--- config.mk ---
export PLATFORM = sky130hd
export DESIGN_NAME = crc32_frame_receiver_top
export DESIGN_NICKNAME = d
export VERILOG_FILES = /design/src/hdl/crcfr_pkg.sv /design/src/hdl/crcfr_cfg.sv /design/src/hdl/crcfr_core.sv /design/src/hdl/crcfr_resq.sv /design/src/hdl/crc32_frame_receiver_top.sv
export VERILOG_INCLUDE_DIRS = /design/src /design/src/hdl
export SDC_FILE = /design/constraint.sdc
export NUM_CORES = 1
export LEC_CHECK = 0
export BUFFER_PORTS_ARGS = -buffer_cell sky130_fd_sc_hd__buf_4
export CORE_UTILIZATION = 65
export CTS_BUF_LIST = sky130_fd_sc_hd__clkbuf_16
export DETAILED_ROUTE_END_ITERATION = 12
export PLACE_DENSITY = 0.89
export SYNTH_ARGS = -nofsm -noshare
export SYNTH_HDL_FRONTEND = slang
export SYNTH_HIERARCHICAL = 1
export SYNTH_SLANG_ARGS = --single-unit
--- constraint.sdc ---
create_clock -name clk -period 15.82 [get_ports clk]
set_clock_uncertainty 0.05 [all_clocks]
set_input_delay 0.791 -clock clk [delete_from_list [all_inputs] [get_ports clk]]
set_output_delay 0.791 -clock clk [all_outputs]
set_load 0.005 [all_outputs]
--- src/hdl/crc32_frame_receiver_top_defines.svh ---
// Assertion macros shared by the frame receiver modules.
`ifndef CRC32_FRAME_RECEIVER_TOP_DEFINES_SVH
`define CRC32_FRAME_RECEIVER_TOP_DEFINES_SVH

// Property checked at every clock edge outside reset.
`define CRCFR_ASSERT(lbl, prop, msg) \
  lbl: assert property (@(posedge clk) disable iff (!rst_n) (prop)) else $error(msg);

// Same-cycle implication checked outside reset.
`define CRCFR_ASSERT_IMPL(lbl, ante, cons, msg) \
  lbl: assert property (@(posedge clk) disable iff (!rst_n) (ante) |-> (cons)) else $error(msg);

`endif

--- src/hdl/crcfr_pkg.sv ---
package crcfr_pkg;

  localparam int unsigned FLAG_BYTES = 4;
  localparam int unsigned HDR_BYTES  = 13;
  localparam int unsigned RESQ_DEPTH = 4;
  localparam int unsigned RESQ_AW    = $clog2(RESQ_DEPTH);
  localparam int unsigned CFG_AW     = 4;

  localparam logic [31:0] CRC_POLY     = 32'hEDB8_8320;
  localparam logic [31:0] FLAG_RESET   = 32'h7465_7374;
  localparam logic [15:0] MAXLEN_RESET = 16'd4096;
  localparam logic [31:0] SEED_RESET   = 32'hFFFF_FFFF;

  typedef enum logic [1:0] {
    REG_FLAG   = 2'd0,
    REG_MAXLEN = 2'd1,
    REG_SEED   = 2'd2
  } reg_idx_t;

  typedef enum logic [2:0] {
    KIND_HEADER   = 3'd0,
    KIND_PAYLOAD  = 3'd1,
    KIND_GOOD     = 3'd2,
    KIND_PCRC_BAD = 3'd3,
    KIND_HCRC_BAD = 3'd4,
    KIND_LEN_BAD  = 3'd5
  } kind_t;

  typedef struct packed {
    logic [31:0] flag_pattern;
    logic [15:0] max_payload_len;
    logic [31:0] crc_seed;
  } cfg_t;

  typedef struct packed {
    kind_t       kind;
    logic [7:0]  frame_type;
    logic [31:0] payload_len;
    logic [31:0] frame_offset;
    logic [7:0]  payload_byte;
    logic        last;
  } res_t;

  typedef struct packed {
    logic p0;
    logic p1;
    res_t r0;
    res_t r1;
  } push_t;

endpackage

--- src/hdl/crcfr_cfg.sv ---
module crcfr_cfg (
  input  logic                          clk,
  input  logic                          rst_n,
  input  logic                          psel,
  input  logic                          penable,
  input  logic                          pwrite,
  input  logic [crcfr_pkg::CFG_AW-1:0]  paddr,
  input  logic [31:0]                   pwdata,
  output logic [31:0]                   prdata,
  output logic                          pready,
  output crcfr_pkg::cfg_t               cfg
);

  localparam int unsigned CFG_AW_HI = crcfr_pkg::CFG_AW - 1;

  crcfr_pkg::cfg_t   cfg_r;
  crcfr_pkg::cfg_t   cfg_nxt;
  crcfr_pkg::reg_idx_t idx;
  logic              wr;

  assign idx    = crcfr_pkg::reg_idx_t'(paddr[CFG_AW_HI:2]);
  assign wr     = psel & penable & pwrite;
  assign pready = 1'b1;
  assign cfg    = cfg_r;

  always_comb begin
    cfg_nxt = cfg_r;
    if (wr) begin
      unique case (idx)
        crcfr_pkg::REG_FLAG:   cfg_nxt.flag_pattern    = pwdata;
        crcfr_pkg::REG_MAXLEN: cfg_nxt.max_payload_len = pwdata[15:0];
        crcfr_pkg::REG_SEED:   cfg_nxt.crc_seed        = pwdata;
        default: ;
      endcase
    end
  end

  always_comb begin
    unique case (idx)
      crcfr_pkg::REG_FLAG:   prdata = cfg_r.flag_pattern;
      crcfr_pkg::REG_MAXLEN: prdata = {16'b0, cfg_r.max_payload_len};
      crcfr_pkg::REG_SEED:   prdata = cfg_r.crc_seed;
      default:               prdata = '0;
    endcase
  end

  always_ff @(posedge clk) begin
    if (!rst_n) begin
      cfg_r.flag_pattern    <= crcfr_pkg::FLAG_RESET;
      cfg_r.max_payload_len <= crcfr_pkg::MAXLEN_RESET;
      cfg_r.crc_seed        <= crcfr_pkg::SEED_RESET;
    end else begin
      cfg_r <= cfg_nxt;
    end
  end

endmodule

--- src/hdl/crcfr_core.sv ---
`include "crc32_frame_receiver_top_defines.svh"

module crcfr_core (
  input  logic              clk,
  input  logic              rst_n,
  input  logic              in_valid,
  output logic              in_stall,
  input  logic [7:0]        in_rx_byte,
  input  crcfr_pkg::cfg_t   cfg,
  input  logic              room,
  output crcfr_pkg::push_t  push
);

  typedef enum logic [1:0] {
    PH_HUNT    = 2'd0,
    PH_HEADER  = 2'd1,
    PH_PAYLOAD = 2'd2
  } phase_t;

  function automatic logic [31:0] crc_byte(input logic [31:0] crc, input logic [7:0] b);
    logic [31:0] c;
    c = crc ^ {24'b0, b};
    for (int k = 0; k < 8; k++) begin
      c = c[0] ? ((c >> 1) ^ crcfr_pkg::CRC_POLY) : (c >> 1);
    end
    return c;
  endfunction

  logic        in_vld_r, in_vld_nxt;
  logic [7:0]  in_byte_r, in_byte_nxt;
  logic        fire;
  logic        accept;

  phase_t      phase_r, phase_nxt;
  logic [1:0]  flag_cnt_r, flag_cnt_nxt;
  logic [3:0]  hdr_cnt_r, hdr_cnt_nxt;
  logic [7:0]  hdr_type_r, hdr_type_nxt;
  logic [31:0] hdr_len_r, hdr_len_nxt;
  logic [31:0] hdr_off_r, hdr_off_nxt;
  logic [31:0] rx_crc_r, rx_crc_nxt;
  logic [31:0] run_crc_r, run_crc_nxt;
  logic [16:0] remain_r, remain_nxt;

  logic        emit0, emit1;
  crcfr_pkg::kind_t k0, k1;
  logic [7:0]  pbyte;
  logic [7:0]  flag_byte;

  assign fire     = in_vld_r & room;
  assign in_stall = in_vld_r & ~room;
  assign accept   = in_valid & ~in_stall;

  assign flag_byte = cfg.flag_pattern[{~flag_cnt_r, 3'b000} +: 8];

  always_comb begin
    in_vld_nxt  = accept ? 1'b1 : (fire ? 1'b0 : in_vld_r);
    in_byte_nxt = accept ? in_rx_byte : in_byte_r;
  end

  always_comb begin
    phase_nxt    = phase_r;
    flag_cnt_nxt = flag_cnt_r;
    hdr_cnt_nxt  = hdr_cnt_r;
    hdr_type_nxt = hdr_type_r;
    hdr_len_nxt  = hdr_len_r;
    hdr_off_nxt  = hdr_off_r;
    rx_crc_nxt   = rx_crc_r;
    run_crc_nxt  = run_crc_r;
    remain_nxt   = remain_r;
    emit0        = 1'b0;
    emit1        = 1'b0;
    k0           = crcfr_pkg::KIND_HEADER;
    k1           = crcfr_pkg::KIND_GOOD;
    pbyte        = 8'd0;
    if (fire) begin
      unique case (phase_r)
        PH_HEADER: begin
          if (hdr_cnt_r == 4'd0) begin
            hdr_type_nxt = in_byte_r;
          end else if (hdr_cnt_r <= 4'd4) begin
            hdr_len_nxt = {in_byte_r, hdr_len_r[31:8]};
          end else if (hdr_cnt_r <= 4'd8) begin
            hdr_off_nxt = {in_byte_r, hdr_off_r[31:8]};
          end else begin
            rx_crc_nxt = {in_byte_r, rx_crc_r[31:8]};
          end
          if (hdr_cnt_r <= 4'd8) begin
            run_crc_nxt = crc_byte(run_crc_r, in_byte_r);
          end
          if (hdr_cnt_r >= 4'(crcfr_pkg::HDR_BYTES - 1)) begin
            hdr_cnt_nxt = 4'd0;
            phase_nxt   = PH_HUNT;
            emit0       = 1'b1;
            if (rx_crc_nxt != run_crc_nxt) begin
              k0 = crcfr_pkg::KIND_HCRC_BAD;
            end else if (hdr_len_nxt > {16'b0, cfg.max_payload_len}) begin
              k0 = crcfr_pkg::KIND_LEN_BAD;
            end else begin
              k0 = crcfr_pkg::KIND_HEADER;
              if (hdr_len_nxt == 32'd0) begin
                emit1 = 1'b1;
                k1    = crcfr_pkg::KIND_GOOD;
              end else begin
                phase_nxt   = PH_PAYLOAD;
                remain_nxt  = hdr_len_nxt[16:0] + 17'd4;
                run_crc_nxt = cfg.crc_seed;
                rx_crc_nxt  = '0;
              end
            end
          end else begin
            hdr_cnt_nxt = hdr_cnt_r + 4'd1;
          end
        end
        PH_PAYLOAD: begin
          if (remain_r > 17'd4) begin
            run_crc_nxt = crc_byte(run_crc_r, in_byte_r);
            emit0       = 1'b1;
            k0          = crcfr_pkg::KIND_PAYLOAD;
            pbyte       = in_byte_r;
            remain_nxt  = remain_r - 17'd1;
          end else begin
            rx_crc_nxt = {in_byte_r, rx_crc_r[31:8]};
            if (remain_r != 17'd0) begin
              remain_nxt = remain_r - 17'd1;
            end
            if (remain_r <= 17'd1) begin
              emit0     = 1'b1;
              k0        = (rx_crc_nxt == run_crc_r) ? crcfr_pkg::KIND_GOOD
                                                    : crcfr_pkg::KIND_PCRC_BAD;
              phase_nxt = PH_HUNT;
            end
          end
        end
        default: begin
          phase_nxt = PH_HUNT;
          if (in_byte_r == flag_byte) begin
            if ({1'b0, flag_cnt_r} + 3'd1 >= 3'(crcfr_pkg::FLAG_BYTES)) begin
              flag_cnt_nxt = 2'd0;
              phase_nxt    = PH_HEADER;
              hdr_cnt_nxt  = 4'd0;
              run_crc_nxt  = cfg.crc_seed;
            end else begin
              flag_cnt_nxt = flag_cnt_r + 2'd1;
            end
          end else begin
            flag_cnt_nxt = 2'd0;
          end
        end
      endcase
    end
  end

  always_comb begin
    push.p0              = emit0;
    push.p1              = emit1;
    push.r0.kind         = k0;
    push.r0.frame_type   = hdr_type_nxt;
    push.r0.payload_len  = hdr_len_nxt;
    push.r0.frame_offset = hdr_off_nxt;
    push.r0.payload_byte = pbyte;
    push.r0.last         = ~emit1;
    push.r1.kind         = k1;
    push.r1.frame_type   = hdr_type_nxt;
    push.r1.payload_len  = hdr_len_nxt;
    push.r1.frame_offset = hdr_off_nxt;
    push.r1.payload_byte = 8'd0;
    push.r1.last         = 1'b1;
  end

  always_ff @(posedge clk) begin
    if (!rst_n) begin
      in_vld_r   <= 1'b0;
      in_byte_r  <= 8'd0;
      phase_r    <= PH_HUNT;
      flag_cnt_r <= 2'd0;
      hdr_cnt_r  <= 4'd0;
      hdr_type_r <= 8'd0;
      hdr_len_r  <= 32'd0;
      hdr_off_r  <= 32'd0;
      rx_crc_r   <= 32'd0;
      run_crc_r  <= crcfr_pkg::SEED_RESET;
      remain_r   <= 17'd0;
    end else begin
      in_vld_r   <= in_vld_nxt;
      in_byte_r  <= in_byte_nxt;
      phase_r    <= phase_nxt;
      flag_cnt_r <= flag_cnt_nxt;
      hdr_cnt_r  <= hdr_cnt_nxt;
      hdr_type_r <= hdr_type_nxt;
      hdr_len_r  <= hdr_len_nxt;
      hdr_off_r  <= hdr_off_nxt;
      rx_crc_r   <= rx_crc_nxt;
      run_crc_r  <= run_crc_nxt;
      remain_r   <= remain_nxt;
    end
  end

  `CRCFR_ASSERT(a_payload_remain, (phase_r != PH_PAYLOAD) || (remain_r != 17'd0), "payload phase with nothing remaining")
  `CRCFR_ASSERT(a_hold_request, in_vld_r && !room |=> in_vld_r && $stable(in_byte_r), "held request lost or changed")

endmodule

--- src/hdl/crcfr_resq.sv ---
`include "crc32_frame_receiver_top_defines.svh"

module crcfr_resq (
  input  logic             clk,
  input  logic             rst_n,
  input  crcfr_pkg::push_t push,
  output logic             room,
  output logic             out_valid,
  input  logic             out_stall,
  output crcfr_pkg::res_t  head
);

  localparam int unsigned AW = crcfr_pkg::RESQ_AW;
  localparam int unsigned CW = crcfr_pkg::RESQ_AW + 1;

  crcfr_pkg::res_t q_r [crcfr_pkg::RESQ_DEPTH];
  logic [AW-1:0] wr_ptr_r, wr_ptr_nxt;
  logic [AW-1:0] rd_ptr_r, rd_ptr_nxt;
  logic [CW-1:0] cnt_r, cnt_nxt;
  logic          pop;

  assign out_valid = cnt_r != '0;
  assign pop       = out_valid & ~out_stall;
  assign room      = cnt_r <= CW'(crcfr_pkg::RESQ_DEPTH - 2);
  assign head      = q_r[rd_ptr_r];

  always_comb begin
    wr_ptr_nxt = wr_ptr_r + AW'(push.p0) + AW'(push.p1);
    rd_ptr_nxt = rd_ptr_r + AW'(pop);
    cnt_nxt    = cnt_r + CW'(push.p0) + CW'(push.p1) - CW'(pop);
  end

  always_ff @(posedge clk) begin
    if (!rst_n) begin
      wr_ptr_r <= '0;
      rd_ptr_r <= '0;
      cnt_r    <= '0;
    end else begin
      wr_ptr_r <= wr_ptr_nxt;
      rd_ptr_r <= rd_ptr_nxt;
      cnt_r    <= cnt_nxt;
    end
  end

  always_ff @(posedge clk) begin
    if (push.p0) begin
      q_r[wr_ptr_r] <= push.r0;
    end
    if (push.p1) begin
      q_r[wr_ptr_r + AW'(1)] <= push.r1;
    end
  end

  `CRCFR_ASSERT(a_cnt_bound, cnt_r <= CW'(crcfr_pkg::RESQ_DEPTH), "result queue overflow")
  `CRCFR_ASSERT_IMPL(a_push_order, push.p1, push.p0, "second result without first")
  `CRCFR_ASSERT_IMPL(a_push_room, push.p0, room, "result pushed without room")

endmodule

--- src/hdl/crc32_frame_receiver_top.sv ---
// Flag-delimited frame receiver with CRC-32 checks. Takes one received byte per
// cycle while in_stall is low: a byte is held in an input register and is
// decoded from there once the result queue has room, and its results (at most
// two, the second only for a zero-length frame) go to a four-entry result queue
// that drives the out_ ports. in_stall rises only while a byte waits in the
// input register and the result queue holds three or more results, which
// happens only after the out side has been stalled; with no back-pressure the
// block sustains one byte per cycle. The CRC is the reflected CRC-32
// (0xEDB88320) with a byte-wide update and no final inversion, seeded from
// crc_seed at each flag and each payload start.
// Write the registers only while the block is idle.
module crc32_frame_receiver_top (
  input  logic        clk,
  input  logic        rst_n,
  input  logic        in_valid,
  output logic        in_stall,
  input  logic [7:0]  in_rx_byte,
  output logic        out_valid,
  input  logic        out_stall,
  output logic [2:0]  out_kind,
  output logic [7:0]  out_frame_type,
  output logic [31:0] out_payload_len,
  output logic [31:0] out_frame_offset,
  output logic [7:0]  out_payload_byte,
  output logic        out_last,
  input  logic        cfg_psel,
  input  logic        cfg_penable,
  input  logic        cfg_pwrite,
  input  logic [3:0]  cfg_paddr,
  input  logic [31:0] cfg_pwdata,
  output logic [31:0] cfg_prdata,
  output logic        cfg_pready
);

  crcfr_pkg::cfg_t  cfg;
  crcfr_pkg::push_t push;
  crcfr_pkg::res_t  head;
  logic             room;

  crcfr_cfg u_cfg (
    .clk     (clk),
    .rst_n   (rst_n),
    .psel    (cfg_psel),
    .penable (cfg_penable),
    .pwrite  (cfg_pwrite),
    .paddr   (cfg_paddr),
    .pwdata  (cfg_pwdata),
    .prdata  (cfg_prdata),
    .pready  (cfg_pready),
    .cfg     (cfg)
  );

  crcfr_core u_core (
    .clk        (clk),
    .rst_n      (rst_n),
    .in_valid   (in_valid),
    .in_stall   (in_stall),
    .in_rx_byte (in_rx_byte),
    .cfg        (cfg),
    .room       (room),
    .push       (push)
  );

  crcfr_resq u_resq (
    .clk       (clk),
    .rst_n     (rst_n),
    .push      (push),
    .room      (room),
    .out_valid (out_valid),
    .out_stall (out_stall),
    .head      (head)
  );

  assign out_kind         = head.kind;
  assign out_frame_type   = head.frame_type;
  assign out_payload_len  = head.payload_len;
  assign out_frame_offset = head.frame_offset;
  assign out_payload_byte = head.payload_byte;
  assign out_last         = head.last;

endmodule
### Yosys cells after proc, flatten, opt, wreduce, memory -nomap -nowiden

Memory sizes are Yosys's and may differ from the RTL's. A register that Yosys moved wholly into a read port is not among the register bits.
Cells that the tools add are included.

| storage, ports and cells | value |
|---|---|
| memories kept | 1 |
| memory bits (writable) | 336 |
| bits in registers | 257 |
| output and inout port bits | 119 |
| logic and storage cells | 193 |

Memory list:

| memory | words | bits a word | rd ports | clocked after Yosys merged registers in | write ports | line | source |
|---|---|---|---|---|---|---|---|
| u_resq.q_r | 4 | 84 | 1 | 1 | 2 | crcfr_resq.sv:16 | `crcfr_pkg::res_t q_r [crcfr_pkg::RESQ_DEPTH];` |

| cells by class | value |
|---|---|
| magnitude comparators | 8 |
| bitwise logic cells | 22 |
| reduce and logical (&&, ||, !) cells | 21 |
| mux-type cells | 96 |
| add/sub/neg operators | 12 |
| eq/ne operators | 15 |
| shift-type cells | 1 |

Operator list:

| kind | count |
|---|---|
| two-way mux 32 bit | 39 |
| one-hot mux 32 bit (2 select lines) | 2 |
| inverter 13 -> 14 bit | 8 |
| two-way mux 17 bit | 6 |
| one-hot mux 32 bit (3 select lines) | 1 |
| two-way mux 8 bit | 6 |
| one-hot mux 17 bit (2 select lines) | 1 |
| == test 32 bit | 1 |
| > comparator 32 x 16 -> 1 bit | 1 |
| logical NOT 32 bit | 1 |
| != test 32 bit | 1 |
| variable part select 32 x 6 -> 8 bit | 1 |
| bitwise XOR 32 x 8 -> 32 bit | 1 |
| two-way mux 2 bit | 10 |
| two-way mux 1 bit | 18 |
| two-way mux 3 bit | 6 |
| adder 17 x 3 -> 17 bit (second input constant) | 1 |
| > comparator 17 x 3 -> 1 bit (second input constant) | 1 |
| <= comparator 17 x 1 -> 1 bit (second input constant) | 1 |
| nonzero test 17 bit | 1 |
| subtractor 17 x 1 -> 17 bit (second input constant) | 1 |
| two-way mux 4 bit | 3 |
| AND reduction 4 bit | 3 |
| nonzero test 3 bit | 3 |
| other kinds (31) | 58 |

### Longest topological paths before layout

| logic depth | value |
|---|---|
| depth after elaboration | 27 |
| mapped depth | 24 |
| mapped depth without buffers | 20 |

### By module

Netlist, hierarchy kept.

Modules (own cells, without submodules):

| module | cells an instance | area each (µm²) | seq. area each (µm²) | instances |
|---|---|---|---|---|
| crcfr_resq | 853 | 16470.8 | 10229.8 | 1 |
| crcfr_core | 1386 | 12019.0 | 3403.3 | 1 |
| crcfr_cfg | 428 | 3763.6 | 1601.5 | 1 |

### Worst setup path before layout

OpenSTA, ideal clock, no wires.

| timing path | value |
|---|---|
| kind | flip-flop to flip-flop |
| start point | register u_core.remain_r[4] |
| end point | memory u_resq/q_r[0][0] (netlist name), enable pin |
| path slack | 7.020 ns |
| arrival | 8.100 ns |
| data required time | 15.120 ns |
| stages on the path, launching flop included | 11 |
| cells stage by stage | dfxtp_1 nor4_1 nand2b_1 nor4_1 o211ai_1 nand2_1 nand2_1 a21oi_1 buf_4 inv_1 o31ai_1 |

RTL lines:

| item | line | source |
|---|---|---|
| start, declared | crcfr_core.sv:42 | `logic [16:0] remain_r, remain_nxt;` |
| start signal, assigned | crcfr_core.sv:194 | `remain_r <= remain_nxt;` |
| end, declared | crcfr_resq.sv:16 |  |

==> flow_summary.ini <==
[clock_tree]
clk_latency_ns = 0.66
cts_buffers = 60
clock_sinks = 593
post_cts_resized = 0
cts_root_buffer = clkbuf_16
htreeDepth = 2
cts_buffer_depth = 3
path_clk_slew_ns = 0.06
post_cts_buffers = 0
cts-hold-fix-buffers = 0
cts_tree = built

[timing]
max_freq_ghz = 0.124
rsz0062_at_grt = false
worstMarginPinSlew_ns = 1.34
slew_headroom = 0.102
finalSetupViolations = 0
finalMaxSlewViolations = 0
period_minus_slack_ns = 8.06
hold_violations = 0
setup_tns_ns = 0
finalCritPeriodShare = 0.509

[setup_path]
start_kind = register
slowest_stage = buf_4
required_ns = 16.02
cp_max_fo = 66
crit_type = reg2reg
arrival_ns = 8.26
r2r_slack_ns = 7.76
crit_path_frequent_cell = inv_1
r2r_end = u_resq/q_r[0][56]$_DFFE_PP_
cp_slowest_stage_delay_ns = 0.98
cp_cell_sequence = inv_1 > ha_1 > nor2b_1 > or3_1 > mux2i_1 > inv_1 > ha_1 > nor2b_1 > o21a_1 > o21ai_0 > a221o_1 > o2111ai_1 > a21oi_1 > nand2_1 > or4_1 > inv_1 > nand3_4 > o31ai_4 > buf_4
ff2ff_path_depth = 19
r2r_start = u_core/hdr_cnt_r[0]$_SDFFE_PN0P_
end_kind = register

[drt]
antenna_left = 0
drt_wl_total_um = 82200
drt_first_pass_iters = 6
routed_via_density = 6.45
drc = 0
wl_per_cell_um = 24.3
vias = 21800
drt-initial-drc-count = 2518

[hold_path]
hold-path-cell-count = 3
hold_end = u_core/in_byte_r[4]$_SDFFE_PN0P_
min-delay-start = in_rx_byte[4]
hp-class = in2reg

[die]
start_util = 0.659
die_h_um = 225
die-area_sq_um = 50500
io_pins = 170
core_area_sq_um = 49000
row_count = 81
chipWidth_um = 225

[placement]
placed_area_sq_um = 33200
portBuffers = 166
gp_congestion = 0.977
dp_hpwl_um = 51400

[final_layout]
area_growth_syn_to_layout_pct = 8.85
stdcell_area_sq_um = 35100
fill_cells = 3145
final_nets = 2751
drive_gt1_frac = 0.291
seq_area_sq_um = 15200
multi_input_area_sq_um = 15200
n_antenna_cell = 0

[grt]
antenna_found_initial = 1
grt.overflow.total = 0
grt_max_degree = 108
grt_pass1_wl_um = 126000
grt.total_usage = 0.324
first_global_vias = 21600

[power]
power_density_nw_per_um2 = 99.3
peakVddDrop_v = 0.000100
power.leakage_nw = 13.0

[job]
drv_cap = 0

[synth]
synth_edf_count = 336
syn_area_sq_um = 32300
ys_warn_count = 6
syn_inst = 2667
syn_avg_cell_area_sq_um = 12.1
synth_top_area_frac = 0.313
ys_types = 81
ys_ff_latch = 593
ys_async_sr_fraction = 0
yosys-top-cells-area = edfxtp_1 31%, dfxtp_1 16%, mux2_2 13%
ys_seq_area_frac = 0.472
synth_top_cell_by_area = edfxtp_1
synth-main-ff-cell = edfxtp_1

[status]
outcome = finished clean
-- worst max-delay path by stage --
stage                                                 from                     endpoint  depth (start not counted)
final                     u_core/hdr_cnt_r[0]$_SDFFE_PN0P_  u_resq/q_r[0][56]$_DFFE_PP_                         19
after global routing      u_core/hdr_cnt_r[0]$_SDFFE_PN0P_  u_resq/q_r[0][56]$_DFFE_PP_                         19
after CTS                 u_core/hdr_cnt_r[0]$_SDFFE_PN0P_  u_resq/q_r[0][57]$_DFFE_PP_                         19
after detailed placement  u_core/hdr_cnt_r[0]$_SDFFE_PN0P_  u_resq/q_r[0][57]$_DFFE_PP_                         19
after global placement    u_core/hdr_cnt_r[0]$_SDFFE_PN0P_  u_resq/q_r[0][57]$_DFFE_PP_                         19
after floorplan            u_core/remain_r[4]$_SDFFE_PN0P_   u_resq/q_r[0][0]$_DFFE_PP_                         10
-- area by class of cell --
class,instances,share of cell area
Sequential cell,593,0.434
Clock buffer,60,0.0428
Timing Repair Buffer,206,0.0442
Multi-Input combinational cell,1719,0.434
Tap cell,664,0.0237
Inverter,87,0.00930
Clock inverter,52,0.0119
-- layer usage --
metal | wire [um] | part of all wire | track usage | vias up
li1 | - | - | - | 9857
met1 | 33000 | 0.40 | 0.435 | 10700
met2 | 40100 | 0.49 | 0.539 | 1056
met3 | 6410 | 0.078 | 0.0466 | 179
met4 | 2680 | 0.033 | 0.116 | 0
met5 | 0 | 0 | 0 | -
-- placed cells by master (no fill, tap or decap), types with 7 or more instances in the layout --
cell	count
o2111ai_1	37
mux4_2	92
a22oi_1	10
o211ai_1	49
xnor2_1	83
clkinv_2	10
o221ai_1	34
mux2i_1	93
a211oi_1	7
nand3_1	28
nor3_1	17
nand2_1	179
dfxtp_1	255
ha_1	30
nor2b_1	11
a21oi_1	74
or3_1	8
o21ai_0	80
xor2_1	27
inv_1	101
xnor3_1	22
clkbuf_16	60
o31ai_1	13
mux2_2	375
and2_1	90
conb_1	13
clkinv_1	16
mux2_1	20
nor4_1	20
nand4_1	21
edfxtp_1	336
nor2_1	136
buf_4	205
a22o_1	33
-- per-stage QoR --
stage	util	worst slack, ns	hold WS [ns]	power, mW	cells
after detailed placement	0.678	7.93	0.412	2.13	3269
after floorplan	-	7.02	0.394	1.99	2677
after global placement	0.678	8.11	0.403	2.12	3269
after CTS	0.717	7.92	0.332	3.50	3381
final	0.717	7.76	0.355	3.49	3381
after global routing	0.717	7.40	0.375	3.58	3381
-- flip-flops by register name, indices dropped and copies added (netlist names), 3 cells and up --
name               cells
u_core/hdr_type_r      8
u_core/in_byte_r       8
u_core/hdr_cnt_r       4
u_core/rx_crc_r       32
u_core/run_crc_r      32
u_resq/q_r           336
u_core/hdr_len_r      32
u_core/remain_r       17
u_core/hdr_off_r      32
u_cfg/cfg             80
u_resq/cnt_r           3
-- where the power goes --
part	internal, mW	switching, mW	leakage [nW]
registers	1.62	0.0421	4.66
clock network	0.771	0.614	0.991
logic	0.206	0.231	7.31
total	2.60	0.887	13.0
-- cell families after synthesis --
group	count (synthesis)	share of synthesized area
AOI/OAI and AO/OA	395	0.0862
xor gates and xnor gates	146	0.0553
buffers and inverters	365	0.0589
muxes	580	0.231
and+or+nand+nor	552	0.0824
DFF	593	0.472
adders and majority gates	33	0.0135
other	3	0.000349
-- worst max-delay path: cells and delay by family, from the launching register on --
family | cells | cell delay, ns
AOI/OAI and AO/OA | 6 | 1.83
adders and majority gates | 2 | 0.47
buffers and inverters | 4 | 1.51
DFF | 1 | 0.34
muxes | 1 | 0.59
and+or+nand+nor | 6 | 2.78
-- cell usage after synthesis (4+ instances only) --
master     instances
nor2b_1           12
clkbuf_1          96
mux2_2           375
dfxtp_1          257
and2_1            90
or4_1              6
a211o_1            6
xor3_1             4
o221ai_1          34
nor2_1           138
o32ai_1            4
xnor3_1           22
xor2_1            27
nor3_1            18
a22oi_1           10
a22o_1            33
nand4_1           21
buf_2             61
mux2i_1           93
a21o_1             5
o21ai_0           80
a211oi_1           7
xnor2_2            4
o21a_1             4
nor4_1            20
nand3b_1           6
xnor2_1           83
o211ai_1          49
xnor2_4            5
nand3_1           29
mux4_2            92
ha_1              30
mux2_1            20
o22ai_1            6
o31ai_1           14
edfxtp_1         336
o2111ai_1         37
buf_4             99
inv_1             86
a21oi_1           74
or3_1              8
buf_6             11
nand2_1          181
buf_1             11
nand2b_1           6
No activity file was read; power rests on OpenSTA's default activity.
